==> src/design/gpgh_pkg.sv <==
// ----------------------------------------------------------------------------
// gpgh_pkg
// Shared types, constants and control words for the geo point grid histogram.
// ----------------------------------------------------------------------------
package gpgh_pkg;

    // Grid shape
    localparam int COLS  = 64;
    localparam int ROWS  = 64;
    localparam int NBINS = COLS * ROWS;
    localparam int N_MAX = (COLS > ROWS) ? COLS : ROWS;

    // Field widths
    localparam int CMD_W = 2;
    localparam int LON_W = 29;
    localparam int LAT_W = 28;
    localparam int BIN_W = 12;
    localparam int CNT_W = 32;

    // Stream word layout
    localparam int S_TDATA_W = 72;
    localparam int LON_LSB   = 0;
    localparam int LAT_LSB   = LON_W;
    localparam int IDX_LSB   = LON_W + LAT_W;
    localparam int M_TDATA_W = 48;
    localparam int M_PAD_W   = M_TDATA_W - BIN_W - CNT_W;

    // Axis arithmetic: both axes run at longitude width
    localparam int AX_W  = LON_W;
    localparam int REM_W = AX_W + 1;
    localparam int N_W   = $clog2(N_MAX + 1);
    localparam int NUM_W = AX_W + N_W;
    localparam int QW    = (N_MAX > 1) ? $clog2(N_MAX) : 1;
    localparam int DC_W  = (QW > 1) ? $clog2(QW) : 1;

    // Configuration port
    localparam int CFG_IDX_W  = 8;
    localparam int CFG_DATA_W = LON_W;
    localparam logic [CFG_IDX_W-1:0] CFG_LON_MIN = CFG_IDX_W'(0);
    localparam logic [CFG_IDX_W-1:0] CFG_LON_MAX = CFG_IDX_W'(1);
    localparam logic [CFG_IDX_W-1:0] CFG_LAT_MIN = CFG_IDX_W'(2);
    localparam logic [CFG_IDX_W-1:0] CFG_LAT_MAX = CFG_IDX_W'(3);

    // Grid edges after reset
    localparam logic [LON_W-1:0] LON_MIN_RST = LON_W'(104042140);
    localparam logic [LON_W-1:0] LON_MAX_RST = LON_W'(104129580);
    localparam logic [LAT_W-1:0] LAT_MIN_RST = LAT_W'(30652940);
    localparam logic [LAT_W-1:0] LAT_MAX_RST = LAT_W'(30727750);

    typedef enum logic [CMD_W-1:0] {
        CMD_ADD   = 2'd0,
        CMD_READ  = 2'd1,
        CMD_CLEAR = 2'd2,
        CMD_NOP   = 2'd3
    } t_cmd;

    typedef enum logic [1:0] {
        OUT_ZERO = 2'd0,
        OUT_READ = 2'd1,
        OUT_INCR = 2'd2
    } t_out_sel;

    // Controller to datapath
    typedef struct packed {
        logic     load_in;
        logic     check;
        logic     axis;       // 0 longitude, 1 latitude
        logic     mul;
        logic     div_init;
        logic     div_step;
        logic     bin_make;
        logic     mem_rd;
        logic     mem_inc;
        logic     clr_step;
        logic     load_out;
        t_out_sel out_sel;
    } t_dp_cmd;

    // Datapath to controller
    typedef struct packed {
        t_cmd cmd;
        logic ok;
        logic div_last;
        logic clr_last;
    } t_dp_sts;

endpackage

==> src/design/gpgh_ctrl.sv <==
// ----------------------------------------------------------------------------
// gpgh_ctrl
// Command sequencer: clear sweep, point mapping, bin read/increment, output
// register handoff.
// ----------------------------------------------------------------------------
module gpgh_ctrl
    import gpgh_pkg::*;
(
    input  logic    i_clk,
    input  logic    i_rst_n,
    input  logic    i_s_tvalid,
    output logic    o_s_tready,
    output logic    o_m_tvalid,
    input  logic    i_m_tready,
    input  t_dp_sts i_sts,
    output t_dp_cmd o_cmd
);

    typedef enum logic [9:0] {
        S_CLEAR = 10'b0000000001,
        S_IDLE  = 10'b0000000010,
        S_CHECK = 10'b0000000100,
        S_MUL   = 10'b0000001000,
        S_DINIT = 10'b0000010000,
        S_DSTEP = 10'b0000100000,
        S_BIN   = 10'b0001000000,
        S_RD    = 10'b0010000000,
        S_INC   = 10'b0100000000,
        S_RES   = 10'b1000000000
    } t_state;

    t_state   r_state, n_state;
    t_out_sel r_sel, n_sel;
    logic     r_axis, n_axis;
    logic     r_clr_reply, n_clr_reply;
    logic     r_out_valid, n_out_valid;

    assign o_s_tready = (r_state == S_IDLE);
    assign o_m_tvalid = r_out_valid;

    // Next state and datapath commands
    always_comb begin
        n_state       = r_state;
        n_sel         = r_sel;
        n_axis        = r_axis;
        n_clr_reply   = r_clr_reply;
        o_cmd         = '0;
        o_cmd.axis    = r_axis;
        o_cmd.out_sel = r_sel;
        case (r_state)
            S_CLEAR: begin
                o_cmd.clr_step = 1'b1;
                if (i_sts.clr_last) begin
                    n_clr_reply = 1'b0;
                    if (r_clr_reply) begin
                        n_sel   = OUT_ZERO;
                        n_state = S_RES;
                    end else begin
                        n_state = S_IDLE;
                    end
                end
            end
            S_IDLE: begin
                if (i_s_tvalid) begin
                    o_cmd.load_in = 1'b1;
                    n_state       = S_CHECK;
                end
            end
            S_CHECK: begin
                o_cmd.check = 1'b1;
                case (i_sts.cmd)
                    CMD_ADD: begin
                        if (i_sts.ok) begin
                            n_axis  = 1'b0;
                            n_state = S_MUL;
                        end else begin
                            n_sel   = OUT_ZERO;
                            n_state = S_RES;
                        end
                    end
                    CMD_READ: begin
                        if (i_sts.ok) begin
                            n_state = S_RD;
                        end else begin
                            n_sel   = OUT_ZERO;
                            n_state = S_RES;
                        end
                    end
                    CMD_CLEAR: begin
                        n_clr_reply = 1'b1;
                        n_state     = S_CLEAR;
                    end
                    default: begin
                        n_sel   = OUT_ZERO;
                        n_state = S_RES;
                    end
                endcase
            end
            S_MUL: begin
                o_cmd.mul = 1'b1;
                n_state   = S_DINIT;
            end
            S_DINIT: begin
                o_cmd.div_init = 1'b1;
                n_state        = S_DSTEP;
            end
            S_DSTEP: begin
                o_cmd.div_step = 1'b1;
                if (i_sts.div_last) begin
                    if (!r_axis) begin
                        n_axis  = 1'b1;
                        n_state = S_MUL;
                    end else begin
                        n_state = S_BIN;
                    end
                end
            end
            S_BIN: begin
                o_cmd.bin_make = 1'b1;
                n_state        = S_RD;
            end
            S_RD: begin
                o_cmd.mem_rd = 1'b1;
                if (i_sts.cmd == CMD_ADD) begin
                    n_state = S_INC;
                end else begin
                    n_sel   = OUT_READ;
                    n_state = S_RES;
                end
            end
            S_INC: begin
                o_cmd.mem_inc = 1'b1;
                n_sel         = OUT_INCR;
                n_state       = S_RES;
            end
            S_RES: begin
                // hold until the output register is free or being drained
                if (!r_out_valid || i_m_tready) begin
                    o_cmd.load_out = 1'b1;
                    n_state        = S_IDLE;
                end
            end
            default: begin
                n_state = S_IDLE;
            end
        endcase
    end

    // Output register valid: set on load, drop when the word is taken
    always_comb begin
        if (o_cmd.load_out) begin
            n_out_valid = 1'b1;
        end else if (r_out_valid && !i_m_tready) begin
            n_out_valid = 1'b1;
        end else begin
            n_out_valid = 1'b0;
        end
    end

    always_ff @(posedge i_clk) begin
        if (!i_rst_n) begin
            r_state     <= S_CLEAR;
            r_sel       <= OUT_ZERO;
            r_axis      <= 1'b0;
            r_clr_reply <= 1'b0;
            r_out_valid <= 1'b0;
        end else begin
            r_state     <= n_state;
            r_sel       <= n_sel;
            r_axis      <= n_axis;
            r_clr_reply <= n_clr_reply;
            r_out_valid <= n_out_valid;
        end
    end

endmodule

==> config.mk <==
export PLATFORM = sky130hd
export DESIGN_NAME = gpgh_ctrl
export DESIGN_NICKNAME = d
export VERILOG_FILES = /design/src/design/gpgh_pkg.sv /design/src/design/gpgh_ctrl.sv
export SDC_FILE = /design/constraint.sdc
export NUM_CORES = 1
export LEC_CHECK = 0
export ABC_AREA = 1
export BUFFER_PORTS_ARGS = -buffer_cell sky130_fd_sc_hd__buf_2
export CAP_MARGIN = 10
export CORE_MARGIN = 2
export CORE_UTILIZATION = 45
export CTS_CLUSTER_SIZE = 28
export DETAILED_ROUTE_END_ITERATION = 7
export HOLD_SLACK_MARGIN = 0.03
export PLACE_DENSITY = 0.67
export SYNTH_ARGS = -nofsm -noshare
export SYNTH_HDL_FRONTEND = slang
export SYNTH_SLANG_ARGS = --single-unit
==> constraint.sdc <==
create_clock -name i_clk -period 1.7 [get_ports i_clk]
set_input_delay 0.34 -clock i_clk [delete_from_list [all_inputs] [get_ports i_clk]]
set_output_delay 0.34 -clock i_clk [all_outputs]
set_load 0.02 [all_outputs]
---- Word-level counts from Yosys, hierarchy flattened ----
Index checks and enable logic that the tools add are counted.
word-level totals
  register bits after elaboration ......... 15
  output and inout port bits .............. 15
  bits in read-only memories .............. 0
  bits of input ports ..................... 9
  latch bits .............................. 0
  memories kept ........................... 0
  RAM bits ................................ 0
  word-level logic and storage cells ...... 79
operators by class
  bitwise logic cells ..................... 0
  $lt $le $gt $ge ......................... 0
  mux-type cells .......................... 38
  multiply operators ...................... 0
  reductions and logical operators ........ 13
  divide/modulo/power cells ............... 0
  shifts and indexed selects .............. 0
  equal/unequal tests ..................... 23
  add/subtract/negate cells ............... 0
operators by type and width
  kind                    count
  $pmux W10 S10           1
  $mux W10                8
  $pmux W10 S3            1
  $mux W1                 19
  $ne A2 B2 Y1 const B    9
  $eq A10 B1 Y1 const B   1
  $eq A10 B10 Y1 const B  1
  $eq A10 B2 Y1 const B   1
  $eq A10 B3 Y1 const B   1
  $eq A10 B4 Y1 const B   1
  $eq A10 B5 Y1 const B   1
  $eq A10 B6 Y1 const B   1
  $eq A10 B7 Y1 const B   1
  $eq A10 B8 Y1 const B   1
  $eq A10 B9 Y1 const B   1
  $mux W2                 4
  $pmux W2 S4             1
  $reduce_and A4 Y1       2
  $mux W7                 1
  $reduce_and A6 Y1       1
  $pmux W1 S2             2
  $pmux W2 S2             1
  $reduce_bool A2 Y1      2
  $reduce_bool A4 Y1      1
  other kinds (10)        11

---- Depth between registers and ports, before layout ----
Gate-level depths: netlist of the first run.
  depth in word-level cells ............... 5
  gate-level depth with buffers ........... 11
  mapped depth without buffers ............ 11

---- Worst setup path before layout of the first run ----
Ideal clock, no wire load.
  kind .................................... register -> output
  start ................................... register r_state[6]
  end ..................................... output o_cmd[12] (netlist name)
  path slack .............................. 0.244 ns
  arrival ................................. 1.116 ns
  stages on the path, launching flop included .. 6
  required time ........................... 1.360 ns
  buffers on the path ..................... 0
  path through ............................ dfxtp_1 nor2_1 nand2_2 nor2_2 nand3_1 nor2_1
RTL lines
  element                 line              RTL
  start, declared         gpgh_ctrl.sv:32   t_state r_state, n_state;
  start signal, assigned  gpgh_ctrl.sv:168  r_state <= n_state;
  end, declared           gpgh_ctrl.sv:16   output t_dp_cmd o_cmd

==> results.md, run 1 <==
- Failing checks: setup timing
- Synth area leader: dfxtp_1
- Skew final: 0.00118 ns
- Iteration-0 DRC Markers: 23
- Routed Antenna Nets: 0
- Rel. slew slack: 71.0%
- Post-synthesis cell type count: 25
- Outcome: finished with violations
- Initial antenna violation count: 0
- Layout Nets: 211
- Syn Inst Count: 171
- Top cells by count, synth: nand2_1, nor2_1, inv_1, nand3_1, dfxtp_1
- Worst flop-to-flop path endpoint: r_state[1]$_SDFFE_PN0P_
- Mapped Nets: 180
- CTS Sinks: 15
- Top Ports: 24
- Pre-Repair DR Iteration Count: 4
- Crit-path cells: nor2_2 -> nand2_4 -> nor2_4 -> nand3_2 -> nor2_1 -> buf_4
- Grt ovf: 0
- CP endpoint kind: output port
- CP bufs+invs: 1
- DP Worst Slack: 0.184 ns
- Final GP Congestion: 0.838
- Die Height: 52.0 um
- RR Startpoint: r_state[7]$_SDFFE_PN0P_
- Reg2reg path depth: 10
- R2R setup slack: 0.23 ns
- Pins Over Slew Limit: 0
- Fmax: 571 MHz
- Critical path's slowest cell: dfxtp_1
- PortBufs: 23
- Synth warn: 0
- Core area: 2190 um2
- Crit start category: flop
- Hold Path Depth: 2
- Final std cells w/o fill: 229
- Post-synth top area share: 29.0%
- CP peak stage delay: 0.35 ns
- Hold path endpoint: r_state[0]$_SDFFE_PN1P_
- Max-cap viol count: 0
- Worst-Skew Late Latency: 0.28 ns
- Delay-heaviest family, CP: simple AND/OR/NAND/NOR gates
- Vias in the first global route: 1024
- CTS tree: built
- Share of the yosys chip area belonging to registers: 29.0%
- Root Buffer: clkbuf_4
- N_diodes: 0
- GRT Total Usage: 22.2%
- CTS max path bufs: 2
- Routed vias/inst: 4.88
- Peak supply drop: 0.356 mV
- Via count: 1118
- Final WL: 2640 um
- Flops & latches, synth: 15
- Leak Pwr: 0.745 nW
- Ys async rst share: 0%
- Hold crit path type: input pin to flop
- Tightest Pin Transition: 0.434 ns
- DP Cell Count: 217
- Min Clock Period, post-route: 1.75 ns
- CP Max Fanout: 6
- First-pass GRT wire length: 4400 um
- Setup slack after layout: -0.0503 ns
- Pin count of the biggest net entering global routing: 13
- H-tree depth: 1
- Row Count: 17
- Crit share post-route: 103%
- Ys flop type: dfxtp_1
- Number of synthesized flops with an enable pin: 0
- Fin. Hold Viols: 0
- Drt drc: 0
- Routed WL per cell: 11.5 um
- Critical hold path startpoint: i_rst_n
- Dpl hpwl: 2050 um
- DIE AREA: 2710 um2
- Cell area after technology mapping: 1040 um2
- Area Overhead vs Synth: 33.7%
- Die X: 52.0 um
- Unrepaired setup endpoints after global routing: yes
- Syn avg cell area: 6.07 um2
- CTS buffer count: 3
- Arr. time, crit path: 1.41 ns
- Starting density of the core: 47.3%
- Synth top area cells: dfxtp_1, nand2_1, nor2_1
- Critical path type: flop to output port
- Share of cells above drive strength 1: 39.8%
- Power Dens Cells: 564 nW/um2
- Setup-failing EPs final: 3
- Clock slew at reported path FFs: 0.09 ns
- CP Data Required Time: 1.36 ns
## report_power, final
part | switching, mW | internal, mW | total (mW)
clock network | 0.116 | 0.0910 | 0.207
logic | 0.122 | 0.0824 | 0.205
registers | 0.0124 | 0.357 | 0.369
total | 0.251 | 0.531 | 0.782
## worst reg2reg max path, stage by stage (launching register included)
cell and delay [ns]:
dfxtp_1 0.40, nor2_2 0.07, nand2_4 0.14, nor2_4 0.06, buf_4 0.13, nand3_2 0.08, nand3_1 0.13, nor2_1 0.20
nand3_1 0.10, nand2_1 0.06, inv_1 0.03
## sequential cells by signal (all words and copies together) (netlist names)
register,cells
o_m_tvalid,1
r_axis,1
r_state,10
r_clr_reply,1
r_sel,2
## layer usage
layer  vias up  routed length [um]  global-route usage [%]
met1       510                1250                    29.5
met2        18                1290                    36.7
met4         0                  27                    6.58
li1        586                   -                       -
met3         4                  72                    3.45
met5         -                   0                       0
## area by class of cell
class / instances / area (um2)
flip-flops and latches: 15 / 315
fillers: 208 / 805
well taps: 28 / 35.0
multi-input cells: 121 / 688
inverters: 30 / 113
repair buffers: 31 / 209
clock buffers: 4 / 26.3
## layout by cell type, fill, tap and decap left out, types with 3 or more instances in the layout
cell,synthesis,final
nor2_1,33,29
inv_1,29,26
nand2_1,33,26
nand3_1,19,16
buf_2,0,14
buf_4,4,14
nor2_4,2,10
nand2_2,5,10
dfxtp_1,15,9
a21oi_1,6,6
nor2_2,8,4
inv_2,0,4
nand3_2,1,4
nand2_4,1,3
clkbuf_4,0,3
buf_6,0,3
dfxtp_2,0,3
dfxtp_4,0,3
## logic make-up after synthesis
logic type             Yosys count  synth area share, %
AO/OA/AOI/OAI                   10                 5.55
buffers and inverters           35                 14.1
flip-flops                      15                 29.0
AND/OR/NAND/NOR                111                 51.4
## how the worst max path moves through the flow
| stage | startpoint | end | slack [ns] | cells past startpoint |
|---|---|---|---|---|
| finish | r_state[7]$_SDFFE_PN0P_ | o_cmd[12] | -0.05 | 6 |
| global route | r_state[2]$_SDFFE_PN0P_ | o_cmd[12] | -0.13 | 6 |
| CTS | r_state[1]$_SDFFE_PN0P_ | o_cmd[11] | -0.01 | 6 |
| detailed placement | r_state[9]$_SDFFE_PN0P_ | o_cmd[12] | 0.18 | 6 |
| global placement | r_state[9]$_SDFFE_PN0P_ | o_cmd[12] | 0.21 | 6 |
| floorplan | r_state[6]$_SDFFE_PN0P_ | o_cmd[12] | 0.24 | 5 |
## timing repair
item / CTS / global route
hold endpoints to repair: 0 / 0
buffers inserted: 2 / 6
cloned: 0 / 0
hold buffers: 0 / 0
pin swaps: 5 / 10
endpoints found under the setup margin: 11 / 11
gates resized for setup: 24 / 26
## metrics by stage
stage / power [mW] / instance area, um2 / util [%] / setup TNS, ns / hold WS, ns
CTS: 0.756 / 1270 / 58.0 / -0.0196 / 0.300
global placement: 0.534 / 1150 / 52.7 / 0 / 0.459
global route: 0.828 / 1390 / 63.3 / -0.687 / 0.303
detailed placement: 0.536 / 1150 / 52.7 / 0 / 0.465
floorplan: 0.492 / 1040 / - / 0 / 0.418
finish: 0.782 / 1390 / 63.3 / -0.0731 / 0.305
(Power assumes the default switching activity.)
==> run 2: changes to the inputs <==
Settings changed: ABC_AREA 1 to unset, CTS_CLUSTER_SIZE 28 to unset, PLACE_DENSITY 0.67 to 0.68.
==> run 2 against run 1 <==
Against the previous run:
- the flow still finishes with violations (setup timing)
- synthesized area fell by 17%
- combinational power rose to 2.6 times the previous value
- register-to-register slack got worse by 0.77 ns
- largest power group is now combinational cells
- highest routed layer unchanged
==> results.md, run 2 <==
- Min Clock Period, post-route: 2.34 ns
- Starting density of the core: 49.1%
- Synth warn: 0
- Worst-Skew Late Latency: 0.30 ns
- Delay-heaviest family, CP: simple AND/OR/NAND/NOR gates
- Final GP Congestion: 0.889
- Fmax: 427 MHz
- Cell area after technology mapping: 866 um2
- Leak Pwr: 0.780 nW
- Layout Nets: 181
- Grt ovf: 0
- Max-cap viol count: 0
- TNS Setup: -10.44 ns
- Hold Path Depth: 2
- Final WL: 6210 um
- Rel. slew slack: 57.3%
- Ys async rst share: 0%
- Reg2reg path depth: 8
- Area Overhead vs Synth: 98.7%
- Top cells by count, synth: dfxtp_1, nor2_1, nor2b_1, nand2_1
- Iteration-0 DRC Markers: 111
- Pins Over Slew Limit: 0
- Ys flop type: dfxtp_1
- Drt drc: 0
- Fin. Hold Viols: 0
- Clock slew at reported path FFs: 0.11 ns
- Failing checks: setup timing
- Hold_buf cts: 0
- Vias in the first global route: 1137
- DIE AREA: 2290 um2
- Mapped Nets: 110
- Final instance area: 1720 um2
- Routed vias/inst: 7.23
- Hold path endpoint: r_state[2]$_SDFFE_PN0P_
- Row Count: 15
- Critical path type: flop to output port
- Crit-path cells: or4_4 -> buf_6 -> nor4bb_4 -> buf_4
- CP bufs+invs: 2
- Reg with most FFs: r_state
- CTS buffer count: 3
- Routed Antenna Nets: 0
- Share of cells above drive strength 1: 66.1%
- Pin count of the biggest net entering global routing: 15
- Peak supply drop: 0.610 mV
- Commonest non-fill, non-tap cell in the layout: buf_4
- Most common cell in the netlist: dfxtp_1
- RR Startpoint: r_state[8]$_SDFFE_PN0P_
- Dpl hpwl: 1970 um
- Placed Area: 1230 um2
- Share of the yosys chip area belonging to registers: 34.7%
- Final std cells w/o fill: 197
- Flops & latches, synth: 15
- Tightest Pin Transition: 0.640 ns
- Synth area leader: dfxtp_1
- Pre-Repair DR Iteration Count: 5
- Core area: 1760 um2
- CP Max Fanout: 5
- Setup slack after layout: -0.641 ns
- Setup-failing EPs final: 26
- Finished Core Util: 97.5%
- First-pass GRT wire length: 5590 um
- CP Data Required Time: 1.36 ns
- Hold slack: 0.327 ns
- Power Dens Cells: 671 nW/um2
- Most frequent cells in the layout: buf_4, buf_6, buf_2
- Outcome: finished with violations
- Hold crit path type: input pin to flop
- Post-synth top area share: 34.7%
- DP Worst Slack: -0.296 ns
- CTS tree: built
- PortBufs: 23
- Via count: 1425
- GRT Total Usage: 37.1%
- Post-synthesis cell type count: 43
- Worst flop-to-flop path endpoint: r_sel[0]$_SDFFE_PN0P_
- Crit share post-route: 138%
- Number of flip-flops in the largest register: 10
- Unrepaired setup endpoints after global routing: yes
- Routed WL per cell: 31.5 um
- CTS max path bufs: 2
- Syn Inst Count: 101
- Root Buffer: clkbuf_4
- H-tree depth: 1
- Synth top area cells: dfxtp_1, nor2_1, nor2b_1
- Die Height: 47.9 um
- Initial antenna violation count: 1
- Critical hold path startpoint: i_s_tvalid
- DP Cell Count: 168
- R2R setup slack: -0.54 ns
- Total Power: 1.15 mW
- CP peak stage delay: 0.59 ns
- Crit start category: flop
- Largest registers: r_state x10, r_sel x2
- Syn avg cell area: 8.57 um2
- CTS Sinks: 15
- Top Ports: 24
- Die X: 47.9 um
- CP endpoint kind: output port
- Number of synthesized flops with an enable pin: 0
- Skew final: 0.00201 ns
- Arr. time, crit path: 2.00 ns
- Critical path's slowest cell: or4_4
==> run 2: cell types whose count changed in the layout (fill, tap and decap cells not counted), sizes merged, moves of 3 or more <==
cell,before,now
nor4,1,4
and3,0,4
nor2,43,10
or4,0,3
nand2b,0,4
o21a,0,3
a21oi,7,1
buf,31,72
nand3,20,1
nor2b,0,6
nand2,39,5
inv,30,4
==> run 2: area by class of cell <==
class,instances,area (um2)
fill,29,43.8
antenna,1,2.50
tap,25,31.3
clock buffer,4,26.3
timing repair buffer,72,613
inverter,4,15.0
sequential,15,314
multi-input combinational,76,718
==> run 2: worst max-delay path by stage <==
stage	startpoint	endpoint	slack [ns]	cells after the start
CTS	r_state[1]$_SDFFE_PN0P_	o_cmd[9]	-0.48	4
global route	r_state[5]$_SDFFE_PN0P_	o_cmd[9]	-0.71	4
detailed placement	r_state[2]$_SDFFE_PN0P_	r_sel[1]$_SDFFE_PN0P_	-0.30	5
floorplan	r_state[0]$_SDFFE_PN1P_	r_sel[1]$_SDFFE_PN0P_	-0.25	6
global placement	r_state[2]$_SDFFE_PN0P_	r_sel[1]$_SDFFE_PN0P_	-0.25	5
finish	r_state[6]$_SDFFE_PN0P_	o_cmd[9]	-0.64	4
==> run 2: cells by family after synthesis <==
family / Yosys count / synth area share [%]
compound gates: 20 / 17.5
xor+xnor: 2 / 2.02
buf+inv: 10 / 6.21
flops: 15 / 34.7
mux: 1 / 1.16
simple gates: 53 / 38.4
==> run 2: power breakdown <==
part | internal (mW) | switching [mW]
sequential | 0.364 | 0.0180
clock | 0.0915 | 0.146
combinational | 0.262 | 0.273
total | 0.717 | 0.437
==> run 2: worst register-to-register path, stage by stage, from the launching register on <==
cell     delay (ns)
dfxtp_4        0.38
buf_6          0.12
or4_4          0.58
nor4_2         0.22
buf_4          0.18
buf_6          0.11
a22o_1         0.13
a211o_1        0.16
mux2i_1        0.26
==> run 2: per-layer routing <==
layer  part of all wire (%)  wire length, um  GRT usage (%)
met2                     40             2470           64.5
met1                     32             2000           39.5
met5                      0                0              0
met3                     16              987           11.3
met4                     12              752           20.5
==> run 2: timing repair <==
item	CTS	global route
endpoints found under the setup margin	22	23
buffers inserted	16	10
pin swaps	16	17
resized for setup	46	24
